## config.mk

```make
export PLATFORM = sky130hd
export DESIGN_NAME = servo_status_packet_parser
export DESIGN_NICKNAME = d
export VERILOG_FILES = /design/src/rtl/core/ssp_pkg.sv /design/src/rtl/core/ssp_in_stage.sv /design/src/rtl/core/ssp_parser.sv /design/src/rtl/core/ssp_out_stage.sv /design/src/rtl/core/servo_status_packet_parser.sv
export SDC_FILE = /design/constraint.sdc
export NUM_CORES = 1
export LEC_CHECK = 0
export BUFFER_PORTS_ARGS = -buffer_cell sky130_fd_sc_hd__clkbuf_2
export CORE_UTILIZATION = 45
export CTS_BUF_LIST = sky130_fd_sc_hd__clkbuf_2 sky130_fd_sc_hd__clkbuf_4 sky130_fd_sc_hd__clkbuf_8
export CTS_CLUSTER_DIAMETER = 50
export CTS_CLUSTER_SIZE = 40
export DETAILED_ROUTE_END_ITERATION = 6
export GPL_ROUTABILITY_DRIVEN = 1
export SLEW_MARGIN = 20
export SYNTH_ARGS = -nofsm -noshare
export SYNTH_HDL_FRONTEND = slang
export SYNTH_SLANG_ARGS = --single-unit
```

## constraint.sdc

```tcl
create_clock -name clk -period 3.2 [get_ports clk]
set_clock_uncertainty 0.2 [all_clocks]
set_input_delay 0.32 -clock clk [delete_from_list [all_inputs] [get_ports clk]]
set_output_delay 0.32 -clock clk [all_outputs]
set_load 0.02 [all_outputs]
```

## src/rtl/core/ssp_pkg.sv

```systemverilog
package ssp_pkg;

  // Header byte that opens every status packet (sent twice).
  localparam logic [7:0] HDR_BYTE = 8'hFF;

  // Smallest legal length field: error byte plus checksum.
  localparam logic [7:0] MIN_LENGTH = 8'd2;

  // Width of the packed result data word (35 used bits, padded to bytes).
  localparam int unsigned OUT_DATA_W = 40;

  // Role of a byte within the packet.
  typedef enum logic [2:0] {
    ROLE_DISCARD  = 3'd0,
    ROLE_HEADER1  = 3'd1,
    ROLE_HEADER2  = 3'd2,
    ROLE_ID       = 3'd3,
    ROLE_LENGTH   = 3'd4,
    ROLE_ERROR    = 3'd5,
    ROLE_DATA     = 3'd6,
    ROLE_CHECKSUM = 3'd7
  } role_t;

  // One result item, as produced by the parser for one received byte.
  typedef struct packed {
    logic [7:0] byte_value;
    role_t      byte_role;
    logic [7:0] data_index;
    logic [7:0] packet_id;
    logic [7:0] servo_error;
    logic       packet_good;
    logic       packet_bad;
    logic       id_match;
  } result_t;

endpackage

```

## src/rtl/core/ssp_in_stage.sv

```systemverilog
module ssp_in_stage (
  input  logic       clk,
  input  logic       rst_n,
  input  logic       in_tvalid,
  output logic       in_tready,
  input  logic [7:0] in_tdata,     // [7:0] rx_byte
  input  logic       adv_ready,    // downstream stage can take the held item
  output logic       hold_valid,
  output logic [7:0] hold_byte
);

  logic       valid_r;
  logic       valid_nxt;
  logic [7:0] byte_r;
  logic       take;
  logic       leave;

  // The held item leaves when the result stage has room; a new one may enter in the same cycle.
  assign leave     = valid_r && adv_ready;
  assign in_tready = !valid_r || adv_ready;
  assign take      = in_tvalid && in_tready;

  always_comb begin
    valid_nxt = valid_r;
    if (take) begin
      valid_nxt = 1'b1;
    end else if (leave) begin
      valid_nxt = 1'b0;
    end
  end

  // Valid flag is control state; the byte register needs no reset.
  always_ff @(posedge clk) begin
    if (!rst_n) begin
      valid_r <= 1'b0;
    end else begin
      valid_r <= valid_nxt;
    end
  end

  always_ff @(posedge clk) begin
    if (take) begin
      byte_r <= in_tdata;
    end
  end

  assign hold_valid = valid_r;
  assign hold_byte  = byte_r;

endmodule

```

## src/rtl/core/ssp_parser.sv

```systemverilog
module ssp_parser (
  input  logic             clk,
  input  logic             rst_n,
  input  logic             cfg_wr_en,
  input  logic [7:0]       cfg_wr_data,
  input  logic             step,       // the held byte moves to the result stage
  input  logic [7:0]       rx_byte,
  output ssp_pkg::result_t result
);

  import ssp_pkg::*;

  typedef enum logic [2:0] {
    PH_HDR1 = 3'd0,
    PH_HDR2 = 3'd1,
    PH_ID   = 3'd2,
    PH_LEN  = 3'd3,
    PH_ERR  = 3'd4,
    PH_DATA = 3'd5,
    PH_CHK  = 3'd6
  } phase_t;

  phase_t     phase_r, phase_nxt;
  logic [7:0] expected_id_r;
  logic [7:0] held_id_r, held_id_nxt;
  logic [7:0] held_length_r, held_length_nxt;
  logic [7:0] held_error_r, held_error_nxt;
  logic [7:0] data_seen_r, data_seen_nxt;
  logic [7:0] sum_r, sum_nxt;
  logic [7:0] sum_plus;
  logic [7:0] seen_plus;
  result_t    res;

  assign sum_plus  = sum_r + rx_byte;
  assign seen_plus = data_seen_r + 8'd1;

  // Classify the byte and work out the next parse state.
  always_comb begin
    phase_nxt       = phase_r;
    held_id_nxt     = held_id_r;
    held_length_nxt = held_length_r;
    held_error_nxt  = held_error_r;
    data_seen_nxt   = data_seen_r;
    sum_nxt         = sum_r;
    res             = '0;
    res.byte_value  = rx_byte;
    res.byte_role   = ROLE_DISCARD;

    case (phase_r)
      PH_HDR2: begin
        // A wrong second header byte is dropped and the hunt restarts.
        if (rx_byte == HDR_BYTE) begin
          res.byte_role = ROLE_HEADER2;
          phase_nxt     = PH_ID;
        end else begin
          phase_nxt = PH_HDR1;
        end
      end
      PH_ID: begin
        res.byte_role = ROLE_ID;
        res.packet_id = rx_byte;
        held_id_nxt   = rx_byte;
        sum_nxt       = rx_byte;
        phase_nxt     = PH_LEN;
      end
      PH_LEN: begin
        res.byte_role   = ROLE_LENGTH;
        res.packet_id   = held_id_r;
        held_length_nxt = rx_byte;
        data_seen_nxt   = '0;
        sum_nxt         = sum_plus;
        phase_nxt       = (rx_byte >= MIN_LENGTH) ? PH_ERR : PH_HDR1;
      end
      PH_ERR: begin
        res.byte_role   = ROLE_ERROR;
        res.packet_id   = held_id_r;
        res.servo_error = rx_byte;
        held_error_nxt  = rx_byte;
        sum_nxt         = sum_plus;
        phase_nxt       = (held_length_r > MIN_LENGTH) ? PH_DATA : PH_CHK;
      end
      PH_DATA: begin
        res.byte_role   = ROLE_DATA;
        res.data_index  = data_seen_r;
        res.packet_id   = held_id_r;
        res.servo_error = held_error_r;
        sum_nxt         = sum_plus;
        data_seen_nxt   = seen_plus;
        // Length is at least three here, so the subtraction cannot wrap.
        if (seen_plus >= (held_length_r - MIN_LENGTH)) begin
          phase_nxt = PH_CHK;
        end
      end
      PH_CHK: begin
        res.byte_role   = ROLE_CHECKSUM;
        res.packet_id   = held_id_r;
        res.servo_error = held_error_r;
        if (~sum_r == rx_byte) begin
          res.packet_good = 1'b1;
          res.id_match    = (held_id_r == expected_id_r);
        end else begin
          res.packet_bad = 1'b1;
        end
        phase_nxt = PH_HDR1;
      end
      default: begin
        // Waiting for the first header; unused codes behave the same.
        if (rx_byte == HDR_BYTE) begin
          res.byte_role = ROLE_HEADER1;
          phase_nxt     = PH_HDR2;
        end else begin
          phase_nxt = PH_HDR1;
        end
      end
    endcase
  end

  assign result = res;

  // Parse state advances once per item.
  always_ff @(posedge clk) begin
    if (!rst_n) begin
      phase_r       <= PH_HDR1;
      held_id_r     <= '0;
      held_length_r <= '0;
      held_error_r  <= '0;
      data_seen_r   <= '0;
      sum_r         <= '0;
    end else if (step) begin
      phase_r       <= phase_nxt;
      held_id_r     <= held_id_nxt;
      held_length_r <= held_length_nxt;
      held_error_r  <= held_error_nxt;
      data_seen_r   <= data_seen_nxt;
      sum_r         <= sum_nxt;
    end
  end

  // Expected servo id register.
  always_ff @(posedge clk) begin
    if (!rst_n) begin
      expected_id_r <= 8'd1;
    end else if (cfg_wr_en) begin
      expected_id_r <= cfg_wr_data;
    end
  end

endmodule

```

## src/rtl/core/ssp_out_stage.sv

```systemverilog
module ssp_out_stage (
  input  logic                             clk,
  input  logic                             rst_n,
  input  logic                             load,
  input  ssp_pkg::result_t                 result,
  output logic                             load_ready,
  output logic                             out_tvalid,
  input  logic                             out_tready,
  // [7:0] byte_value, [15:8] data_index, [23:16] packet_id, [31:24] servo_error,
  // [32] packet_good, [33] packet_bad, [34] id_match, [39:35] zero
  output logic [ssp_pkg::OUT_DATA_W-1:0]   out_tdata,
  output logic [2:0]                       out_tuser  // [2:0] byte_role
);

  import ssp_pkg::*;

  logic    valid_r;
  logic    valid_nxt;
  result_t res_r;

  // The register can take a new item when empty or when its item is taken now.
  assign load_ready = !valid_r || out_tready;

  always_comb begin
    valid_nxt = valid_r;
    if (load) begin
      valid_nxt = 1'b1;
    end else if (out_tready) begin
      valid_nxt = 1'b0;
    end
  end

  always_ff @(posedge clk) begin
    if (!rst_n) begin
      valid_r <= 1'b0;
    end else begin
      valid_r <= valid_nxt;
    end
  end

  always_ff @(posedge clk) begin
    if (load) begin
      res_r <= result;
    end
  end

  // Pack the result fields onto the stream ports.
  assign out_tvalid = valid_r;
  assign out_tuser  = res_r.byte_role;
  assign out_tdata  = {5'b0, res_r.id_match, res_r.packet_bad, res_r.packet_good,
                       res_r.servo_error, res_r.packet_id, res_r.data_index,
                       res_r.byte_value};

endmodule

```

## src/rtl/core/servo_status_packet_parser.sv

```systemverilog
// Path: an accepted item is held in the input register, then moves to the result
// register when the result stage has room; a stall keeps it in the input register.
// Throughput: one item per cycle unless out_tready stalls it; one parse step per byte.
// Reset (rst_n low, synchronous): both stages empty, parser hunts for the first
// header with all held fields and the running sum cleared, expected id set to 1.
module servo_status_packet_parser (
  input  logic                           clk,
  input  logic                           rst_n,
  input  logic                           in_tvalid,
  output logic                           in_tready,
  input  logic [7:0]                     in_tdata,    // [7:0] rx_byte
  output logic                           out_tvalid,
  input  logic                           out_tready,
  // [7:0] byte_value, [15:8] data_index, [23:16] packet_id, [31:24] servo_error,
  // [32] packet_good, [33] packet_bad, [34] id_match, [39:35] zero
  output logic [ssp_pkg::OUT_DATA_W-1:0] out_tdata,
  output logic [2:0]                     out_tuser,   // [2:0] byte_role
  input  logic                           cfg_wr_en,
  input  logic [7:0]                     cfg_wr_data
);

  import ssp_pkg::*;

  logic       hold_valid;
  logic [7:0] hold_byte;
  logic       load_ready;
  logic       step;
  result_t    result;

  // An item moves forward when the input stage holds one and the result stage has room.
  assign step = hold_valid && load_ready;

  ssp_in_stage u_in (
    .clk        (clk),
    .rst_n      (rst_n),
    .in_tvalid  (in_tvalid),
    .in_tready  (in_tready),
    .in_tdata   (in_tdata),
    .adv_ready  (load_ready),
    .hold_valid (hold_valid),
    .hold_byte  (hold_byte)
  );

  ssp_parser u_parse (
    .clk         (clk),
    .rst_n       (rst_n),
    .cfg_wr_en   (cfg_wr_en),
    .cfg_wr_data (cfg_wr_data),
    .step        (step),
    .rx_byte     (hold_byte),
    .result      (result)
  );

  ssp_out_stage u_out (
    .clk        (clk),
    .rst_n      (rst_n),
    .load       (step),
    .result     (result),
    .load_ready (load_ready),
    .out_tvalid (out_tvalid),
    .out_tready (out_tready),
    .out_tdata  (out_tdata),
    .out_tuser  (out_tuser)
  );

endmodule

```

After elaboration in Yosys (flattened, before gate mapping)
Cells that the tools add are included.
{"block": "word_totals", "output_inout_bits": 45, "register_bits": 99}
{"block": "classes", "addsub": 3, "order_cmp": 3, "eq_ne": 10, "n_reduce_logical": 20, "bitwise_logic": 1, "mux": 17}
{"cell": "$pmux 8 s2", "n": 4}
{"cell": "$pmux 3 s6", "n": 2}
{"cell": "$eq 8x8->1", "n": 2}
{"cell": "$reduce_and 2->1", "n": 7}
{"cell": "$eq 3x3->1 const B", "n": 3}
{"cell": "$add 8x1->8 const B", "n": 1}
{"cell": "$add 8x8->8", "n": 1}
{"cell": "$eq 8x8->1 const B", "n": 1}
{"cell": "$ge 8x2->1 const B", "n": 1}
{"cell": "$ge 8x8->1", "n": 1}
{"cell": "$gt 8x2->1 const B", "n": 1}
{"cell": "$not 8->8", "n": 1}
{"cell": "$reduce_bool 2->1", "n": 4}
{"cell": "$sub 8x2->8 const B", "n": 1}
{"cell": "$mux 1", "n": 7}
{"cell": "$eq 3x2->1 const B", "n": 2}
{"cell": "$mux 3", "n": 2}
{"cell": "$mux 2", "n": 2}
{"cell": "$reduce_or 4->1", "n": 1}
{"cell": "$eq 3x1->1 const B", "n": 1}
{"cell": "$reduce_or 3->1", "n": 1}
{"cell": "$logic_and 1x1->1", "n": 2}
{"cell": "$logic_not 1->1", "n": 2}
{"cell": "$logic_or 1x1->1", "n": 2}
{"cell": "other kinds (2)", "n": 2}

Logic depth before layout (Yosys ltp)
Gate-level depths: netlist (run 1).
{"block": "logic_depth", "word_depth": 5, "mapped_depth": 10, "depth_no_buf": 10}

By module
A second synthesis (run 1) with hierarchy kept.
{"block": "hier_totals", "hier_cells": 504, "area_unflattened_um2": 5082.4}
{"mod": "ssp_parser", "cells_each": 442, "seq_area_each_um2": 1021.0, "instances": 1, "area_each_um2": 3547.2}
{"mod": "ssp_out_stage", "cells_each": 48, "seq_area_each_um2": 1161.1, "instances": 1, "area_each_um2": 1231.2}
{"mod": "ssp_in_stage", "cells_each": 13, "seq_area_each_um2": 260.2, "instances": 1, "area_each_um2": 297.8}
{"mod": "servo_status_packet_parser", "cells_each": 1, "seq_area_each_um2": 0.0, "instances": 1, "area_each_um2": 6.3}

Least setup slack after synthesis (run 1)
Ideal clock, no wire load.
{"block": "synth_path", "kind": "register to register", "from": "reg u_out.valid_r, in the netlist u_out.out_tvalid", "to": "reg u_parse.sum_r[4]", "arrival_ns": 2.410, "setup_slack_ns": 0.513, "path_stages_with_launch": 7, "setup_ns": 0.077, "path_buffers": 1, "path_cell_list": "dfxtp_1 nand2b_1 nand2_1 clkinv_1 clkbuf_1 o21ai_0 a31oi_1"}
{"block": "synth_between", "elab_chain_len": 4}
{"item": "start: declaration", "line": "ssp_out_stage.sv:17", "text": "logic valid_r;"}
{"item": "start signal: assignment", "line": "ssp_out_stage.sv:37", "text": "valid_r <= valid_nxt;"}
{"item": "$logic_not 1->1", "line": "ssp_out_stage.sv:22", "text": "assign load_ready = !valid_r || out_tready;"}
{"item": "$logic_or 1x1->1", "line": "ssp_out_stage.sv:22"}
{"item": "$logic_and 1x1->1", "line": "servo_status_packet_parser.sv:31", "text": "assign step = hold_valid && load_ready;"}
{"item": "via step", "line": "servo_status_packet_parser.sv:27", "text": "logic step;"}
{"item": "$reduce_and 2->1 (no line)"}
{"item": "end signal: assignment", "line": "ssp_parser.sv:135", "text": "sum_r <= sum_nxt;"}
{"item": "end: declaration", "line": "ssp_parser.sv:29", "text": "logic [7:0] sum_r, sum_nxt;"}
The timed path passes the listed nets, and every way through them passes these cells.
A chain may end at the register's enable or synchronous reset.

Worst setup path in the final report (run 1)
{"block": "layout_path", "from": "reg u_parse.held_length_r[1]", "to": "reg u_parse.phase_r[1]"}
{"block": "layout_between", "elab_chain_len": 4}
{"item": "start: declaration", "line": "ssp_parser.sv:26", "text": "logic [7:0] held_length_r, held_length_nxt;"}
{"item": "start signal: assignment", "line": "ssp_parser.sv:132", "text": "held_length_r <= held_length_nxt;"}
{"item": "$sub 8x2->8", "line": "ssp_parser.sv:90", "text": "if (seen_plus >= (held_length_r - MIN_LENGTH)) begin"}
{"item": "$ge 8x8->1", "line": "ssp_parser.sv:90"}
{"item": "$ne 2x1->1 (no line)"}
{"item": "$reduce_and 2->1 (no line)"}
{"item": "end signal: assignment", "line": "ssp_parser.sv:130", "text": "phase_r <= phase_nxt;"}
{"item": "end: declaration", "line": "ssp_parser.sv:23", "text": "phase_t phase_r, phase_nxt;"}
Parallel ways exist; a longest one is shown, timed or not.

==> results of run 1 <==
## repair_timing
| item | CTS | global route |
|---|---|---|
| hold buffers | 11 | 0 |
| setup buffers | 0 | 0 |
| endpoints found under the setup margin | 0 | 0 |
| hold endpoints to repair | 11 | 0 |
## through the flow
stage          worst slack, ns  hold WS [ns]  total power [mW]  utilization  instances
2_1_floorplan            0.513         0.219              1.58            -        471
3_3_place_gp             0.582         0.280              1.66        0.516        654
3_5_place_dp             0.416         0.291              1.67        0.516        654
4_1_cts                  0.383       0.00151              2.40        0.543        681
5_1_grt                 0.0540        0.0186              2.48        0.543        681
6_report                 0.415        0.0130              2.39        0.543        681
## worst reg2reg max path, stage by stage, from the launching register on
cell      delay (ns)
dfxtp_1         0.35
nor3_1          0.30
nor3b_1         0.27
xnor2_1         0.11
ha_1            0.30
and3_1          0.17
o211ai_1        0.09
nor4_1          0.47
o211ai_1        0.15
o221a_2         0.26
## state kept, by name (all words and copies together) (netlist names)
register	count
u_in.hold_byte	8
u_in.hold_valid	1
u_out.out_tuser	3
u_parse.phase_r	3
u_parse.expected_id_r	8
u_parse.held_id_r	8
u_parse.data_seen_r	8
u_parse.held_error_r	8
u_parse.held_length_r	8
u_parse.sum_r	8
u_out.out_tvalid	1
u_out.out_tdata	35
## power breakdown
| group | total, mW | leakage [nW] | internal, mW | switching [mW] |
|---|---|---|---|---|
| logic | 0.258 | 1.47 | 0.101 | 0.156 |
| clock network | 0.738 | 0.0820 | 0.285 | 0.452 |
| registers | 1.39 | 0.867 | 1.36 | 0.0260 |
## layout by cell type, fill, tap and decap left out, types with 12 or more instances in the layout
cell,count
a22oi_1,13
buf_4,19
clkbuf_2,60
dfxtp_1,53
edfxtp_1,46
ha_1,17
inv_1,12
mux2i_1,30
nand2_1,39
nand3_1,15
nor2_1,12
nor2b_1,48
o21ai_0,13
xor2_1,14
## layer usage
metal | vias up | GRT usage | share of wire
li1 | 1814 | - | -
met1 | 1714 | 0.295 | 0.50
met2 | 63 | 0.332 | 0.46
met4 | 0 | 0.0616 | 0.0097
met3 | 10 | 0.0258 | 0.026
met5 | - | 0 | 0
## cells by family (layout without fill, tap and decap cells)
family	Yosys count	in the layout	synth area share
simple gates	163	163	0.183
flops	99	99	0.496
compound gates	86	86	0.127
buf+inv	45	119	0.0397
mux	30	30	0.0610
xor+xnor	25	25	0.0445
fa+ha+maj	18	18	0.0473
other cells	1	5	0.000762
## final cells by class
| cell class | count | area (µm²) | share of cell area |
|---|---|---|---|
| Tap cell | 136 | 170 | 0.0299 |
| Multi-Input combinational cell | 327 | 2300 | 0.404 |
| Inverter | 13 | 48.8 | 0.00858 |
| Sequential cell | 99 | 2440 | 0.430 |
| Timing Repair Buffer | 90 | 553 | 0.0973 |
| Clock buffer | 9 | 124 | 0.0218 |
| Clock inverter | 7 | 50.0 | 0.00880 |
## worst paths after layout
path | endpoint | slack [ns] | depth (start not counted)
setup / recovery | u_parse.phase_r[1] | 0.42 | 9
hold / removal | u_parse.expected_id_r[3] | 0.01 | 3
setup reg to reg | u_parse.phase_r[1] | 0.42 | 9
hold reg to reg | u_parse.held_id_r[0] | 0.30 | 2
==> impl_metrics.tcl, run 1 <==
set metrics [dict create \
    yosys-top-cells-count "dfxtp_1 (53), nor2b_1 (48), edfxtp_1 (46), nand2_1 (39), mux2i_1 (30)" \
    ys.flop_type "dfxtp_1" \
    cpLargestDelayFamily "simple AND/OR/NAND/NOR gates" \
    crit_chain "nor3_1 -> nor3b_1 -> xnor2_1 -> ha_1 -> and3_1 -> o211ai_1 -> nor4_1 -> o211ai_1 -> o221a_2" \
    dieArea_mm2 0.0114 \
    synth_top_area_frac 0.281 \
    cts_root_buffer "clkbuf_8" \
    finalCritPeriodShare 0.870 \
    min-delay-start "cfg_wr_data[3]" \
    syn-mean-instance-area_um2 10.5 \
    drt_wl_total_mm 10.9 \
    startpoint "u_parse.held_length_r[1]" \
    num_antenna_cells 0 \
    clock_path_buffers 2 \
    finalSetupViolations 0 \
    crit_top_cell "o211ai_1" \
    synth_warnings 0 \
    rsz0062_at_grt "false" \
    worst_pin_slew_ns 0.636 \
    slowest_stage "nor4_1" \
    nFillCells 986 \
    yosys.cell_types.count 61 \
    placed_cell_area_mm2 0.00540 \
    yosys.area.top_type "edfxtp_1" \
    final_hold_viol_count 0 \
    cts_tree "done" \
    initial_core_util 0.470 \
    cts.sinks 99 \
    seq_area_frac_synth 0.496 \
    clk_pin_slew_ns 0.10 \
    vias_per_cell 5.29 \
    die_y_um 107 \
    relSlewSlack 0.575 \
    vdd_drop_max_v 0.000230 \
    coreArea_mm2 0.0105 \
    critPathKind "reg2reg" \
    drc 0 \
    dpl.hpwl_mm 7.68 \
    mappedNetlistArea_mm2 0.00492 \
    required_ns 3.26 \
    final.min_clock_period_ns 2.78 \
    design_area_mm2 0.00569 \
    port_buffers 60 \
    cts-resized-gates 0 \
    drv_slew 0 \
    crit_fanout 4 \
    syn-instance-count 467 \
    p_leak_nw 2.42 \
    min_path_type "in2reg" \
    finalSetupTns_ns 0 \
    clock_latency_ns 0.36 \
    outcome "finished clean" \
    clock.fmax_ghz 0.359 \
    grt.overflow.total 0 \
    drive_gt1_frac 0.193 \
    synth.area.top_cells "edfxtp_1 (28%), dfxtp_1 (22%), mux2i_1 (6.1%)" \
    crit_path_start_kind "register" \
    io_pins 66 \
    critPathMaxStageDelay_ns 0.47 \
    area_delta_synth_final_pct 15.6 \
    max_cap_violations 0 \
    numCtsBuffers 9 \
    drt-wirelength-per-cell_um 16.0 \
    synth_edf_count 46 \
    grtUsageTotal 0.208 \
    ys_seq_elements 99 \
    drt_iter0_drc 149 \
    place_congestion 0.908 \
    cp_data_arrival_time_ns 2.84 \
    antenna_found_initial 0 \
    end_kind "register" \
    row_count 37 \
    htree_levels 3 \
    synth.most_common_cell "dfxtp_1" \
    num_vias 3601 \
    firstDrtPassIters 4 \
    r2r_start "u_parse.held_length_r[1]" \
    grt_pass1_vias 3594 \
    timing.critical_path.buf_inv 0 \
    fin_nets 579 \
    grt_pass1_wl_mm 18.5 \
    drtAntennaViolNets 0 \
    die_w_um 107 \
    grt_max_degree 32 \
    powerDensity_mw_per_mm2 420 \
    async_reset_ff_frac 0 \
]
(Power assumes the default switching activity.)
==> run 2: changes to the inputs <==
--- a/config.mk
+++ b/config.mk
@@ -5,11 +5,10 @@
 export SDC_FILE = /design/constraint.sdc
 export NUM_CORES = 1
 export LEC_CHECK = 0
-export BUFFER_PORTS_ARGS = -buffer_cell sky130_fd_sc_hd__clkbuf_2
+export BUFFER_PORTS_ARGS = -buffer_cell sky130_fd_sc_hd__buf_2
 export CORE_UTILIZATION = 45
 export CTS_BUF_LIST = sky130_fd_sc_hd__clkbuf_2 sky130_fd_sc_hd__clkbuf_4 sky130_fd_sc_hd__clkbuf_8
 export CTS_CLUSTER_DIAMETER = 50
-export CTS_CLUSTER_SIZE = 40
 export DETAILED_ROUTE_END_ITERATION = 6
 export GPL_ROUTABILITY_DRIVEN = 1
 export SLEW_MARGIN = 20
==> impl_metrics.tcl, run 2 (synthesis results as in run 1) <==
set metrics [dict create \
    outcome "finished clean" \
    min_path_type "in2reg" \
    num_antenna_cells 0 \
    port_buffers 60 \
    slowest_stage "dfxtp_1" \
    die_y_um 107 \
    critPathKind "reg2reg" \
    r2r_start "u_parse.data_seen_r[2]" \
    grt.overflow.total 0 \
    clk_pin_slew_ns 0.09 \
    final_cell_mix "buf_2 (60), dfxtp_1 (53), nor2b_1 (48), edfxtp_1 (46), nand2_1 (39)" \
    relSlewSlack 0.532 \
    row_count 37 \
    vdd_drop_max_v 0.000213 \
    place_congestion 0.909 \
    clock_latency_ns 0.36 \
    grtUsageTotal 0.204 \
    worst-r2r-cell-count 9 \
    cts_root_buffer "clkbuf_8" \
    powerDensity_mw_per_mm2 454 \
    drc 0 \
    worst_pin_slew_ns 0.701 \
    rsz0062_at_grt "false" \
    fin_nets 579 \
    area_delta_synth_final_pct 17.0 \
    min-delay-start "cfg_wr_data[2]" \
    finalSetupTns_ns 0 \
    grt_pass1_vias 3529 \
    coreArea_mm2 0.0105 \
    io_pins 66 \
    crit_path_start_kind "register" \
    num_vias 3616 \
    finalCritPeriodShare 0.863 \
    htree_levels 3 \
    holdPathStages 3 \
    mostFrequentLayoutCell "buf_2" \
    min_to "u_parse.expected_id_r[2]" \
    timing.critical_path.buf_inv 0 \
    finalSetupViolations 0 \
    crit_fanout 7 \
    clock_path_buffers 2 \
    p_leak_nw 2.45 \
    largest_reg_flops 35 \
    antenna_found_initial 0 \
    max_cap_violations 0 \
    dieArea_mm2 0.0114 \
    drv_slew 0 \
    numCtsBuffers 9 \
    cp_data_arrival_time_ns 2.82 \
    drive_gt1_frac 0.191 \
    design_area_mm2 0.00576 \
    cts.sinks 99 \
    cpLargestDelayFamily "simple AND/OR/NAND/NOR gates" \
    grt_max_degree 38 \
    multi_input_area_mm2 0.00230 \
    die_w_um 107 \
    initial_core_util 0.470 \
    crit_top_cell "o211ai_1" \
    r2r_end "u_parse.phase_r[1]" \
    drt-wirelength-per-cell_um 15.8 \
    placed_cell_area_mm2 0.00539 \
    clock.fmax_ghz 0.362 \
    drt_iter0_drc 134 \
    end_kind "register" \
    final.min_clock_period_ns 2.76 \
    drtAntennaViolNets 0 \
    firstDrtPassIters 4 \
    crit_chain "nand3_1 -> nor3_1 -> xor2_1 -> ha_1 -> and3_1 -> o211ai_1 -> nor4_1 -> o211ai_1 -> o221a_2" \
    critPathMaxStageDelay_ns 0.46 \
    required_ns 3.26 \
    dpl.hpwl_mm 7.66 \
    final_hold_viol_count 0 \
    rrSetupSlack_ns 0.44 \
    grt_pass1_wl_mm 17.8 \
    vias_per_cell 5.31 \
    drt_wl_total_mm 10.8 \
    nFillCells 979 \
    cts_tree "done" \
    seq_area_mm2 0.00244 \
]
run 2: cell types whose count changed in the layout (fill, tap and decap cells not counted), sizes merged:
cell	previous run	this run
bufinv	0	3
buf	19	78
clkbuf	69	10
inv	15	14
clkinvlp	3	0
dlygate4sd3	11	12
run 2: worst register-to-register path, cell delays in order, from the launching register on:
cell and delay (ns):
dfxtp_1 0.46, nand3_1 0.16, nor3_1 0.26, xor2_1 0.14, ha_1 0.31, and3_1 0.17, o211ai_1 0.09, nor4_1 0.46
o211ai_1 0.15, o221a_2 0.26
run 2: metal layers:
layer  routed length, µm  track usage  up-vias  share of wire
met3                 410       0.0313       10          0.038
met1                5150        0.275     1722           0.48
li1                    -            -     1815              -
met4                 148       0.0783        0          0.014
met5                   0            0        -              0
met2                5070        0.329       69           0.47
run 2: per-stage QoR:
step | instances | utilization | hold WS (ns) | total power, mW | worst slack [ns]
final | 681 | 0.550 | 0.0126 | 2.61 | 0.440
after global routing | 681 | 0.550 | 0.0191 | 2.72 | 0.0744
after CTS | 681 | 0.550 | 0.00223 | 2.64 | 0.412
after detailed placement | 653 | 0.516 | 0.286 | 1.66 | 0.448
after global placement | 653 | 0.516 | 0.278 | 1.66 | 0.583
after floorplan | 471 | - | 0.219 | 1.58 | 0.513
run 2: layout make-up:
cell class,instances,area share
clock buffer,10,0.0228
clock inverter,6,0.0196
inverter,13,0.00847
multi-input combinational,327,0.399
sequential,99,0.424
tap,136,0.0296
timing repair buffer,90,0.0965
run 2: where the power goes:
group          leakage [nW]  internal (mW)  switching [mW]  total, mW
combinational          1.46          0.101           0.156      0.257
sequential            0.867           1.36          0.0240       1.39
clock                 0.124          0.531           0.435      0.966
run 2: timing repair:
item | CTS | global route
endpoints found under the hold margin | 12 | 0
resized for setup | 0 | 0
buffers inserted | 0 | 0
hold buffers | 12 | 0
run 2: worst max-delay path by stage:
stage / end / cells past startpoint / from / slack, ns
5_1_grt: u_parse.phase_r[0] / 9 / u_parse.data_seen_r[2] / 0.07
2_1_floorplan: u_parse.sum_r[4] / 6 / u_out.out_tvalid / 0.51
3_3_place_gp: u_parse.phase_r[1] / 9 / u_parse.held_length_r[1] / 0.58
3_5_place_dp: u_parse.phase_r[1] / 9 / u_parse.held_length_r[1] / 0.45
6_report: u_parse.phase_r[1] / 9 / u_parse.data_seen_r[2] / 0.44
4_1_cts: u_parse.phase_r[1] / 9 / u_parse.held_length_r[1] / 0.41
